### config.mk
export PLATFORM = sky130hd
export DESIGN_NAME = integer_to_ascii_radix_converter_unit
export DESIGN_NICKNAME = d
export VERILOG_FILES = /design/src/sv/itoa_pkg.sv /design/src/sv/itoa_front.sv /design/src/sv/itoa_cmdq.sv /design/src/sv/itoa_back.sv /design/src/sv/integer_to_ascii_radix_converter_unit.sv
export SDC_FILE = /design/constraint.sdc
export NUM_CORES = 1
export LEC_CHECK = 0
export ABC_AREA = 0
export BUFFER_PORTS_ARGS = -buffer_cell sky130_fd_sc_hd__buf_2
export CAP_MARGIN = 10
export CORE_ASPECT_RATIO = 1.2
export CORE_MARGIN = 2
export CORE_UTILIZATION = 40
export CTS_CLUSTER_DIAMETER = 50
export DETAILED_ROUTE_END_ITERATION = 7
export GPL_TIMING_DRIVEN = 0
export PLACE_DENSITY = 0.54
export SLEW_MARGIN = 5
export SYNTH_ARGS = -nofsm -noshare
export SYNTH_HDL_FRONTEND = slang
export SYNTH_SLANG_ARGS = --single-unit
### constraint.sdc
create_clock -name clk_i -period 5.7 [get_ports clk_i]
set_clock_uncertainty 0.2 [all_clocks]
set_input_delay 0.57 -clock clk_i [delete_from_list [all_inputs] [get_ports clk_i]]
set_output_delay 0.57 -clock clk_i [all_outputs]
set_load 0.02 [all_outputs]
### src/sv/itoa_pkg.sv
`timescale 1ns / 1ps

package itoa_pkg;

  localparam logic [7:0] CharZero   = 8'd48;
  localparam logic [7:0] CharUpperA = 8'd65;
  localparam logic [7:0] CharMinus  = 8'h2D;

  // input format codes
  localparam logic [2:0] KindUdec = 3'd0;
  localparam logic [2:0] KindSdec = 3'd1;
  localparam logic [2:0] KindHex  = 3'd2;
  localparam logic [2:0] KindOct  = 3'd3;
  localparam logic [2:0] KindBin  = 3'd4;

  typedef enum logic [1:0] {
    FmtDec,
    FmtHex,
    FmtOct,
    FmtBin
  } fmt_e;

  // One conversion job as the front hands it to the back.
  // last_pos is the index of the first digit to emit (binary only; others scan for it).
  typedef struct packed {
    fmt_e        fmt;
    logic        neg;
    logic [31:0] mag;
    logic [4:0]  last_pos;
  } cmd_t;

  function automatic logic [7:0] digit_char(input logic [3:0] d);
    logic [7:0] c;
    if (d < 4'd10) begin
      c = CharZero + {4'd0, d};
    end else begin
      c = CharUpperA + {4'd0, d} - 8'd10;
    end
    return c;
  endfunction

endpackage

### src/sv/itoa_front.sv
`timescale 1ns / 1ps

module itoa_front (
  input  logic [2:0]     kind_i,
  input  logic [31:0]    value_i,
  input  logic [5:0]     bit_count_i,
  output itoa_pkg::cmd_t cmd_o,
  output logic           keep_o
);

  logic [5:0] cnt_sat;

  assign cnt_sat = (bit_count_i > 6'd32) ? 6'd32 : bit_count_i;

  always_comb begin
    cmd_o.fmt      = itoa_pkg::FmtDec;
    cmd_o.neg      = 1'b0;
    cmd_o.mag      = value_i;
    cmd_o.last_pos = 5'(cnt_sat - 6'd1);
    keep_o         = 1'b1;
    unique case (kind_i)
      itoa_pkg::KindUdec: begin
        cmd_o.fmt = itoa_pkg::FmtDec;
      end
      itoa_pkg::KindSdec: begin
        cmd_o.fmt = itoa_pkg::FmtDec;
        cmd_o.neg = value_i[31];
        if (value_i[31]) begin
          cmd_o.mag = 32'd0 - value_i;
        end
      end
      itoa_pkg::KindHex: begin
        cmd_o.fmt = itoa_pkg::FmtHex;
      end
      itoa_pkg::KindOct: begin
        cmd_o.fmt = itoa_pkg::FmtOct;
      end
      itoa_pkg::KindBin: begin
        cmd_o.fmt = itoa_pkg::FmtBin;
        keep_o    = (cnt_sat != 6'd0);
      end
      default: begin
        // unused kinds produce no characters
        keep_o = 1'b0;
      end
    endcase
  end

endmodule

### src/sv/itoa_cmdq.sv
`timescale 1ns / 1ps

module itoa_cmdq (
  input  logic           clk_i,
  input  logic           rst_ni,
  input  logic           wr_i,
  input  itoa_pkg::cmd_t wdata_i,
  output logic           full_o,
  input  logic           rd_i,
  output itoa_pkg::cmd_t rdata_o,
  output logic           empty_o
);

  itoa_pkg::cmd_t mem_q [2];
  logic           wptr_q, wptr_d;
  logic           rptr_q, rptr_d;
  logic [1:0]     cnt_q, cnt_d;
  logic           do_wr, do_rd;

  assign full_o  = (cnt_q == 2'd2);
  assign empty_o = (cnt_q == 2'd0);
  assign do_wr   = wr_i && !full_o;
  assign do_rd   = rd_i && !empty_o;
  assign rdata_o = mem_q[rptr_q];

  always_comb begin
    wptr_d = do_wr ? ~wptr_q : wptr_q;
    rptr_d = do_rd ? ~rptr_q : rptr_q;
    cnt_d  = cnt_q;
    if (do_wr && !do_rd) begin
      cnt_d = cnt_q + 2'd1;
    end else if (do_rd && !do_wr) begin
      cnt_d = cnt_q - 2'd1;
    end
  end

  always_ff @(posedge clk_i or negedge rst_ni) begin
    if (!rst_ni) begin
      wptr_q <= 1'b0;
      rptr_q <= 1'b0;
      cnt_q  <= 2'd0;
    end else begin
      wptr_q <= wptr_d;
      rptr_q <= rptr_d;
      cnt_q  <= cnt_d;
    end
  end

  always_ff @(posedge clk_i) begin
    if (do_wr) begin
      mem_q[wptr_q] <= wdata_i;
    end
  end

endmodule

### src/sv/itoa_back.sv
`timescale 1ns / 1ps

module itoa_back (
  input  logic           clk_i,
  input  logic           rst_ni,
  input  itoa_pkg::cmd_t cmd_i,
  input  logic           cmd_empty_i,
  output logic           cmd_rd_o,
  output logic [7:0]     character_o,
  output logic           last_o,
  output logic           empty_o,
  input  logic           pop_i
);

  typedef enum logic [3:0] {
    StIdle = 4'b0001,
    StConv = 4'b0010,
    StScan = 4'b0100,
    StEmit = 4'b1000
  } state_e;

  state_e            state_q, state_d;
  itoa_pkg::fmt_e    fmt_q, fmt_d;
  logic              neg_q, neg_d;
  logic [31:0]       mag_q, mag_d;
  logic [39:0]       bcd_q, bcd_d;
  logic [4:0]        step_q, step_d;
  logic [4:0]        pos_q, pos_d;

  logic [39:0]       bcd_adj;
  logic [32:0]       oct_w;
  logic [4:0]        top_pos;
  logic [3:0]        cur_dig;

  // result queue, two entries
  logic [7:0]        oq_char_q [2];
  logic              oq_last_q [2];
  logic              oq_wptr_q, oq_rptr_q;
  logic [1:0]        oq_cnt_q;
  logic              oq_full, oq_wr, oq_rd;
  logic [7:0]        oq_char;
  logic              oq_last;

  assign oq_full     = (oq_cnt_q == 2'd2);
  assign empty_o     = (oq_cnt_q == 2'd0);
  assign oq_rd       = pop_i && !empty_o;
  assign character_o = oq_char_q[oq_rptr_q];
  assign last_o      = oq_last_q[oq_rptr_q];
  assign oct_w       = {1'b0, mag_q};

  // shift-add-3: bump every BCD digit of 5 or more before the next shift
  always_comb begin
    for (int i = 0; i < 10; i++) begin
      if (bcd_q[4*i +: 4] >= 4'd5) begin
        bcd_adj[4*i +: 4] = bcd_q[4*i +: 4] + 4'd3;
      end else begin
        bcd_adj[4*i +: 4] = bcd_q[4*i +: 4];
      end
    end
  end

  // top digit index: highest nonzero digit (zero if none); binary keeps pos_q
  always_comb begin
    top_pos = 5'd0;
    case (fmt_q)
      itoa_pkg::FmtDec: begin
        for (int i = 0; i < 10; i++) begin
          if (bcd_q[4*i +: 4] != 4'd0) top_pos = 5'(i);
        end
      end
      itoa_pkg::FmtHex: begin
        for (int i = 0; i < 8; i++) begin
          if (mag_q[4*i +: 4] != 4'd0) top_pos = 5'(i);
        end
      end
      itoa_pkg::FmtOct: begin
        for (int i = 0; i < 11; i++) begin
          if (oct_w[3*i +: 3] != 3'd0) top_pos = 5'(i);
        end
      end
      default: begin
        top_pos = pos_q;
      end
    endcase
  end

  always_comb begin
    cur_dig = 4'd0;
    case (fmt_q)
      itoa_pkg::FmtDec: begin
        for (int i = 0; i < 10; i++) begin
          if (pos_q == 5'(i)) cur_dig = bcd_q[4*i +: 4];
        end
      end
      itoa_pkg::FmtHex: begin
        cur_dig = mag_q[4*pos_q[2:0] +: 4];
      end
      itoa_pkg::FmtOct: begin
        for (int i = 0; i < 11; i++) begin
          if (pos_q == 5'(i)) cur_dig = {1'b0, oct_w[3*i +: 3]};
        end
      end
      default: begin
        cur_dig = {3'd0, mag_q[pos_q]};
      end
    endcase
  end

  always_comb begin
    state_d  = state_q;
    fmt_d    = fmt_q;
    neg_d    = neg_q;
    mag_d    = mag_q;
    bcd_d    = bcd_q;
    step_d   = step_q;
    pos_d    = pos_q;
    cmd_rd_o = 1'b0;
    oq_wr    = 1'b0;
    oq_char  = itoa_pkg::digit_char(cur_dig);
    oq_last  = (pos_q == 5'd0);
    unique case (state_q)
      StIdle: begin
        if (!cmd_empty_i) begin
          cmd_rd_o = 1'b1;
          fmt_d    = cmd_i.fmt;
          neg_d    = cmd_i.neg;
          mag_d    = cmd_i.mag;
          pos_d    = cmd_i.last_pos;
          bcd_d    = '0;
          step_d   = 5'd0;
          state_d  = (cmd_i.fmt == itoa_pkg::FmtDec) ? StConv : StScan;
        end
      end
      StConv: begin
        {bcd_d, mag_d} = {bcd_adj[38:0], mag_q, 1'b0};
        step_d = step_q + 5'd1;
        if (step_q == 5'd31) begin
          state_d = StScan;
        end
      end
      StScan: begin
        pos_d   = top_pos;
        state_d = StEmit;
      end
      StEmit: begin
        if (!oq_full) begin
          oq_wr = 1'b1;
          if (neg_q) begin
            oq_char = itoa_pkg::CharMinus;
            oq_last = 1'b0;
            neg_d   = 1'b0;
          end else if (pos_q == 5'd0) begin
            state_d = StIdle;
          end else begin
            pos_d = pos_q - 5'd1;
          end
        end
      end
      default: begin
        state_d = StIdle;
      end
    endcase
  end

  always_ff @(posedge clk_i or negedge rst_ni) begin
    if (!rst_ni) begin
      state_q <= StIdle;
      neg_q   <= 1'b0;
      step_q  <= 5'd0;
      pos_q   <= 5'd0;
    end else begin
      state_q <= state_d;
      neg_q   <= neg_d;
      step_q  <= step_d;
      pos_q   <= pos_d;
    end
  end

  always_ff @(posedge clk_i) begin
    fmt_q <= fmt_d;
    mag_q <= mag_d;
    bcd_q <= bcd_d;
  end

  always_ff @(posedge clk_i or negedge rst_ni) begin
    if (!rst_ni) begin
      oq_wptr_q <= 1'b0;
      oq_rptr_q <= 1'b0;
      oq_cnt_q  <= 2'd0;
    end else begin
      if (oq_wr) oq_wptr_q <= ~oq_wptr_q;
      if (oq_rd) oq_rptr_q <= ~oq_rptr_q;
      if (oq_wr && !oq_rd) begin
        oq_cnt_q <= oq_cnt_q + 2'd1;
      end else if (oq_rd && !oq_wr) begin
        oq_cnt_q <= oq_cnt_q - 2'd1;
      end
    end
  end

  always_ff @(posedge clk_i) begin
    if (oq_wr) begin
      oq_char_q[oq_wptr_q] <= oq_char;
      oq_last_q[oq_wptr_q] <= oq_last;
    end
  end

endmodule

### src/sv/integer_to_ascii_radix_converter_unit.sv
`timescale 1ns / 1ps

// Channel   Direction  Handshake      Payload
// input     in         push / full    kind_i[2:0], value_i[31:0], bit_count_i[5:0]
// result    out        pop / empty    character_o[7:0], last_o
//
// Decimal items take a load, 32 shift-add-3 steps and a digit scan, then one
// character per cycle (up to 11) while the result queue has room; hex, octal and
// binary take a load and a scan first. The back sequencer handles one item at a time.
// Reset clears the two-entry command queue, the two-entry result queue and the sequencer.
// full rises when the command queue holds two jobs; the sequencer stalls while the
// result queue is full. Items that give no characters are taken and dropped.

module integer_to_ascii_radix_converter_unit (
  input  logic        clk_i,
  input  logic        rst_ni,
  input  logic        push,
  output logic        full,
  input  logic [2:0]  kind_i,
  input  logic [31:0] value_i,
  input  logic [5:0]  bit_count_i,
  output logic        empty,
  input  logic        pop,
  output logic [7:0]  character_o,
  output logic        last_o
);

  itoa_pkg::cmd_t front_cmd;
  itoa_pkg::cmd_t q_cmd;
  logic           front_keep;
  logic           q_wr;
  logic           q_empty;
  logic           q_rd;

  assign q_wr = push && !full && front_keep;

  itoa_front u_front (
    .kind_i      (kind_i),
    .value_i     (value_i),
    .bit_count_i (bit_count_i),
    .cmd_o       (front_cmd),
    .keep_o      (front_keep)
  );

  itoa_cmdq u_cmdq (
    .clk_i   (clk_i),
    .rst_ni  (rst_ni),
    .wr_i    (q_wr),
    .wdata_i (front_cmd),
    .full_o  (full),
    .rd_i    (q_rd),
    .rdata_o (q_cmd),
    .empty_o (q_empty)
  );

  itoa_back u_back (
    .clk_i       (clk_i),
    .rst_ni      (rst_ni),
    .cmd_i       (q_cmd),
    .cmd_empty_i (q_empty),
    .cmd_rd_o    (q_rd),
    .character_o (character_o),
    .last_o      (last_o),
    .empty_o     (empty),
    .pop_i       (pop)
  );

endmodule
==> results.py, run 1 <==
metrics = {
    "floorplan": {
        "rows": 67,
        "core-area_mm2": 0.0279,
        "die_width_um": 158,
        "num_io_pins": 56,
        "start_util_pct": 40.7,
        "die_h_um": 189,
        "die-area_mm2": 0.0298,
    },
    "cells_and_area": {
        "drive_gt1_share_pct": 15.1,
        "finalNetCount": 1221,
        "fillerInstances": 2634,
        "final_common_cell": "edfxtp_1",
        "layout.cells.non_filler": 1531,
        "synthToLayoutAreaGrowth_pct": 12.7,
        "register_area_mm2": 0.00568,
        "multi_input_area_mm2": 0.00528,
        "antenna_cells": 0,
        "mostFrequentLayoutCells": "170 x edfxtp_1, 119 x nand2_1, 97 x nor2_1, 84 x o21ai_0, 74 x buf_2",
    },
    "run": {
        "max_cap_viol_count": 0,
    },
    "placed_design": {
        "dp_cells": 1497,
        "hpwl_mm": 21.7,
        "port_buffers": 54,
        "gp_congestion": 0.903,
    },
    "global_routing": {
        "grt_max_degree": 41,
        "grt_pass1_vias": 8338,
        "overflow": 0,
        "track_usage_pct": 20.4,
        "grt_antenna_before_repair": 0,
        "grt_first_pass_wirelength_mm": 46.5,
    },
    "sta": {
        "relSlewSlack_pct": 19.6,
        "hold_viol": 0,
        "period_needed_ns": 4.32,
        "slew_viol_final": 0,
        "worst_hold_slack_ns": 0.193,
        "rsz0062_at_grt": "false",
        "timing.fmax_mhz": 231,
        "tns_ns": 0,
        "setup_violations": 0,
        "worstMarginPinSlew_ns": 1.19,
        "min_period_over_period_pct": 75.9,
    },
    "clocking": {
        "clock_latency_ns": 0.43,
        "path_clk_slew_ns": 0.07,
        "cts_buffers": 17,
        "root_buffer": "clkbuf_16",
        "cts_tree": "done",
        "cts.htree.levels": 4,
        "clock-sinks": 193,
        "cts_buffer_depth": 2,
        "cts-resized-gates": 0,
    },
    "drt": {
        "wire_per_inst_um": 19.1,
        "drtIter0Drc": 568,
        "drtAntennaViolNets": 0,
        "via_per_inst": 5.47,
        "num_vias": 8368,
        "drtPass1Iterations": 7,
        "routed_wl_mm": 29.3,
        "drcViolationCount": 0,
    },
    "synthesis": {
        "syn_avg_cell_area_um2": 10.7,
        "ys_seq_elements": 193,
        "yosys_warnings": 0,
        "yosysUniqueCellTypes": 86,
        "async_flop_share_pct": 11.9,
        "synth_nets": 1143,
        "ys_seq_area_share_pct": 50.0,
        "ys.flop_type": "edfxtp_1",
        "synth-edff-count": 170,
        "netlist_area_mm2": 0.0114,
        "netlist_instances": 1061,
    },
    "critical_path": {
        "crit_path_start_kind": "flip-flop",
        "critPathRequiredTime_ns": 5.74,
        "cp_max_fo": 10,
        "critPathKind": "flip-flop to flip-flop",
        "worstPathArrival_ns": 4.37,
        "cp-end-kind": "flip-flop",
    },
    "outcome": {
        "outcome": "finished clean",
    },
    "power_and_ir_drop": {
        "p_leak_nw": 4.64,
        "peakVddDrop_v": 0.000341,
        "power_density_mw_per_mm2": 573,
    },
    "min_path": {
        "hp-class": "primary input to flip-flop",
    },
}
## cell families (layout without fill, tap and decap cells)
family,Yosys count,in the layout,share of synthesized area [%]
flops,193,193,50.0
compound gates,244,244,13.6
fa+ha+maj,37,37,4.07
buf+inv,96,187,3.71
mux,66,66,7.71
xor+xnor,63,63,4.86
other cells,1,1,0.0330
simple gates,361,361,16.0
## per-stage QoR
step           area [um2]  total power, mW  util (%)  worst slack, ns
2_1_floorplan       11400             5.04         -             1.53
3_3_place_gp        12100             6.06      43.4            0.197
3_5_place_dp        12200             6.09      43.6             1.37
4_1_cts             12800             7.36      45.9             1.35
5_1_grt             12800             7.82      45.9             1.19
6_report            12800             7.34      45.9             1.38
## per-layer routing
| metal | share of wire, % | routed length [um] | vias to the layer above | GRT usage (%) |
|---|---|---|---|---|
| met1 | 43 | 12600 | 4055 | 26.2 |
| met4 | 2.5 | 734 | 0 | 7.06 |
| li1 | - | - | 4052 | - |
| met5 | 0 | 0 | - | 0 |
| met2 | 50 | 14700 | 220 | 34.9 |
| met3 | 4.1 | 1200 | 41 | 3.17 |
## timing repair
action / CTS / global route
hold buffers: 1 / 0
buffers inserted: 0 / 0
hold endpoints to repair: 22 / 0
## cell type report
cell class	instances	share of cell area, %
inverter	43	1.26
timing repair buffer	59	2.70
multi-input combinational	772	41.2
buffer	53	2.03
clock buffer	19	3.38
clock inverter	13	1.39
tap	379	3.70
sequential	193	44.4
## synthesized netlist by cell type (12+ instances only)
cell type,instances,share of area (%)
inv_1,43,1.4
buf_2,19,0.84
nor2_1,97,3.2
nand2_1,120,4.0
edfxtp_1,170,45
mux2i_1,38,3.3
dfrtp_1,22,4.8
o21ai_0,84,3.7
mux4_2,16,3.2
xor2_1,30,2.3
a21oi_1,66,2.9
clkbuf_1,22,0.73
ha_1,37,4.1
nand2b_1,19,1.0
nor3_1,25,1.1
nand3_1,14,0.62
mux2_2,12,1.2
xnor2_1,33,2.5
## flip-flops by register name (all words and copies together), names as in the netlist, 4 cells and up
name,cells
u_back.oq_char_q,14
u_back.state_q,4
u_back.mag_q,32
u_back.bcd_q,40
u_cmdq.mem_q,80
u_back.pos_q,5
u_back.step_q,5
## worst max-delay path, cell delays in order (launching register included)
cell and delay, ns:
dfrtp_1 0.43, buf_6 0.18, buf_2 0.21, inv_1 0.20
ha_1 0.25, buf_2 0.25, buf_2 0.27, buf_2 0.29
a221oi_1 0.15, o211ai_1 0.27, a41oi_1 0.18, o31ai_1 0.53
ha_1 0.33, nor2b_1 0.14, nor4b_2 0.27
## where the power goes
group          internal (mW)  switching, mW
sequential              2.19          0.571
clock                  0.701          0.555
combinational           1.34           1.98
total                   4.23           3.11
## final timing paths
kind	from	end	slack [ns]	depth (start not counted)
max in group asynchronous	rst_ni	u_back.state_q[0]	4.48	2
setup / recovery	u_back.pos_q[0]	u_back.oq_char_q[0][1]	1.38	14
hold reg to reg	u_back.oq_wptr_q	u_back.oq_wptr_q	0.30	1
min in group asynchronous	rst_ni	u_back.oq_rptr_q	0.46	2
hold / removal	value_i[0]	u_cmdq.mem_q[1][5]	0.19	1
setup reg to reg	u_back.pos_q[0]	u_back.oq_char_q[0][1]	1.38	14
Note: power is estimated with default switching activity, not from simulation.
==> inputs of run 2 (changes only) <==
ABC_AREA = 1   (was 0)
clock period = 4.51 ns   (was 5.7 ns; I/O delays follow)
==> run 2 against run 1 <==
  * Via count grew 6.3%
  * Clock power grew 29%
  * Flip-flop and latch count is the same
  * Sequential power grew 21%
==> results.py, run 2 <==
metrics = {
    "drt": {
        "dr_wl_met2_mm": 14.0,
        "routed_wl_mm": 27.8,
        "drtAntennaViolNets": 0,
        "drtPass1Iterations": 5,
        "num_vias": 8893,
        "via_per_inst": 4.96,
        "drcViolationCount": 0,
        "highest-signal-layer": "met4",
        "wl_met3_um": 925,
        "wire_per_inst_um": 15.5,
        "drtIter0Drc": 461,
        "drt-met1-wl_mm": 12.2,
    },
    "sta": {
        "period_needed_ns": 3.98,
        "rsz0062_at_grt": "false",
        "worstMarginPinSlew_ns": 0.911,
        "slew_viol_final": 0,
        "hold_viol": 0,
        "min_period_over_period_pct": 88.3,
        "relSlewSlack_pct": 39.3,
        "finalWorstSetupSlack_ns": 0.526,
        "setup_violations": 0,
        "timing.fmax_mhz": 251,
    },
    "run": {
        "max_cap_viol_count": 0,
    },
    "cells_and_area": {
        "finalNetCount": 1483,
        "antenna_cells": 0,
        "final_common_cell": "nand2_1",
        "design_area_mm2": 0.0128,
        "fillerInstances": 2801,
        "layout.cells.non_filler": 1793,
        "synthToLayoutAreaGrowth_pct": 12.8,
        "top_register": "u_cmdq.mem_q",
        "mostFrequentLayoutCells": "288 x nand2_1, 200 x inv_1, 170 x edfxtp_1, 137 x nor2_1, 103 x o21ai_0",
        "drive_gt1_share_pct": 9.41,
        "top_regs": "u_cmdq.mem_q: 80 flops, u_back.bcd_q: 40 flops, u_back.mag_q: 32 flops",
        "largest_register_ffs": 80,
    },
    "synthesis": {
        "yosys_warnings": 0,
        "synth.area.top_cells": "edfxtp_1 45%, nand2_1 9.5%, inv_1 6.6%",
        "synth_top_area_cell": "edfxtp_1",
        "netlist_area_mm2": 0.0114,
        "ys.flop_type": "edfxtp_1",
        "async_flop_share_pct": 11.9,
        "yosysUniqueCellTypes": 54,
        "syn_avg_cell_area_um2": 8.57,
        "synth_nets": 1408,
        "synth_commonest_cells": "289 x nand2_1, 200 x inv_1, 170 x edfxtp_1",
        "synth_top_cell_area_share_pct": 44.9,
        "ys_seq_area_share_pct": 50.0,
        "synth-edff-count": 170,
        "ys_seq_elements": 193,
        "netlist_instances": 1326,
        "synth.most_common_cell": "nand2_1",
    },
    "placed_design": {
        "placed_area_mm2": 0.0122,
        "dp_slack_ns": 0.0711,
        "dp_cells": 1762,
        "hpwl_mm": 21.1,
        "port_buffers": 54,
        "gp_congestion": 0.955,
    },
    "clocking": {
        "cts_tree": "done",
        "cts_buffers": 17,
        "cts.htree.levels": 4,
        "path_clk_slew_ns": 0.07,
        "post_cts_buffers": 0,
        "cts_buffer_depth": 2,
        "clock_latency_ns": 0.44,
        "root_buffer": "clkbuf_16",
        "clock-sinks": 193,
    },
    "power_and_ir_drop": {
        "comb_power_share_pct": 43.2,
        "power_density_mw_per_mm2": 681,
        "seqPwrFrac_pct": 38.3,
        "p_total_mw": 8.73,
        "peakVddDrop_v": 0.000422,
        "p_switching_mw": 3.81,
        "p_int_mw": 4.92,
        "sw_frac_of_total_pct": 43.6,
        "power.share.clock_pct": 18.5,
        "p_leak_nw": 5.42,
    },
    "floorplan": {
        "die_h_um": 189,
        "die-area_mm2": 0.0298,
        "core-area_mm2": 0.0279,
        "die_width_um": 158,
        "rows": 67,
        "start_util_pct": 40.7,
        "num_io_pins": 56,
    },
    "critical_path": {
        "cp_max_fo": 12,
        "critPathRequiredTime_ns": 4.49,
        "cp-end-kind": "flip-flop",
        "worstPathArrival_ns": 3.97,
        "crit_path_start_kind": "flip-flop",
        "critPathKind": "flip-flop to flip-flop",
    },
    "global_routing": {
        "grt_antenna_before_repair": 0,
        "grt_first_pass_wirelength_mm": 45.8,
        "grt_pass1_vias": 8776,
        "track_usage_pct": 19.8,
        "grt_max_degree": 48,
        "overflow": 0,
    },
    "outcome": {
        "outcome": "finished clean",
    },
    "min_path": {
        "hp-class": "primary input to flip-flop",
    },
}
## run 2: cell types whose count changed after synthesis, moves of 12 or more
cell      before  now
o21ai_0       84  103
mux2_2        12    0
nand2_1      120  289
nor2_1        97  139
mux2i_1       38    2
buf_2         19    5
nand3_1       14   49
xnor2_1       33   14
a31oi_1       11   33
nand2b_1      19    0
inv_1         43  200
mux4_2        16    0
## run 2: final cells by class
class | instances | area, um2 | share of cell area [%]
buffer | 36 | 161 | 1.26
clock buffer | 20 | 437 | 3.41
clock inverter | 12 | 181 | 1.41
inverter | 203 | 762 | 5.94
multi-input combinational | 892 | 4780 | 37.3
sequential | 193 | 5680 | 44.3
tap | 379 | 474 | 3.70
timing repair buffer | 58 | 348 | 2.71
## run 2: final timing paths
kind                                  start                     end  slack [ns]  depth (start not counted)
setup / recovery            u_back.pos_q[1]  u_back.oq_char_q[0][2]        0.53                         25
hold / removal                   value_i[0]      u_cmdq.mem_q[1][5]        0.05                          1
setup reg to reg            u_back.pos_q[1]  u_back.oq_char_q[0][2]        0.53                         25
hold reg to reg            u_back.oq_wptr_q        u_back.oq_wptr_q        0.30                          1
max in group asynchronous            rst_ni         u_back.pos_q[3]        3.41                          2
min in group asynchronous            rst_ni        u_back.oq_rptr_q        0.33                          2
## run 2: logic make-up (layout without fill, tap and decap cells)
family                     count (synthesis)  in the layout  synth area share, %
muxes                                      2              2                0.176
adders and majority gates                 37             37                 4.07
AOI/OAI and AO/OA                        265            265                 13.8
xor gates and xnor gates                  47             47                 3.62
buffers and inverters                    241            329                 8.18
DFF                                      193            193                 50.0
other                                      1              1               0.0330
and+or+nand+nor                          540            540                 20.1
## run 2: stage by stage
stage	hold WS [ns]	utilization, %	setup TNS, ns
2_1_floorplan	-0.0446	-	0
3_3_place_gp	0.277	43.4	-75.45
3_5_place_dp	0.287	43.7	0
4_1_cts	0.0198	46.0	0
5_1_grt	0.0346	45.9	0
6_report	0.0458	45.9	0
## run 2: power groups by stage
stage	clock [mW]	sequential (mW)	combinational, mW
after floorplan	0	3.19	2.74
after global placement	0	3.40	3.63
after detailed placement	0	3.37	3.79
after CTS	1.65	3.34	3.81
after global routing	1.71	3.42	4.32
final	1.62	3.34	3.77
## run 2: layer usage
| layer | vias up | global-route usage (%) |
|---|---|---|
| met4 | 0 | 6.92 |
| met5 | - | 0 |
| met3 | 41 | 3.06 |
| li1 | 4590 | - |
| met1 | 4102 | 25.0 |
| met2 | 160 | 34.3 |
## run 2: what timing repair did
action                     CTS  global route
hold endpoints to repair    22             0
gates resized for setup      0             1
setup endpoints to repair    0             6
hold buffers                 1             0
## run 2: critical path, stage by stage, from the launching register on
cell	delay, ns
dfrtp_1	0.44
inv_1	0.32
clkbuf_2	0.36
ha_1	0.21
inv_1	0.05
nor2_2	0.25
inv_1	0.17
nand2_1	0.18
nor2_1	0.06
o21bai_1	0.11
nand2_1	0.08
o21bai_1	0.16
nand2_1	0.08
nand2_1	0.07
nand2_1	0.07
nand2_1	0.06
nand2_1	0.04
nand2_1	0.05
nand3_1	0.06
nand2_1	0.13
ha_1	0.22
inv_1	0.06
nand3_1	0.07
nand2_1	0.06
nand3_1	0.06
nand3_1	0.09
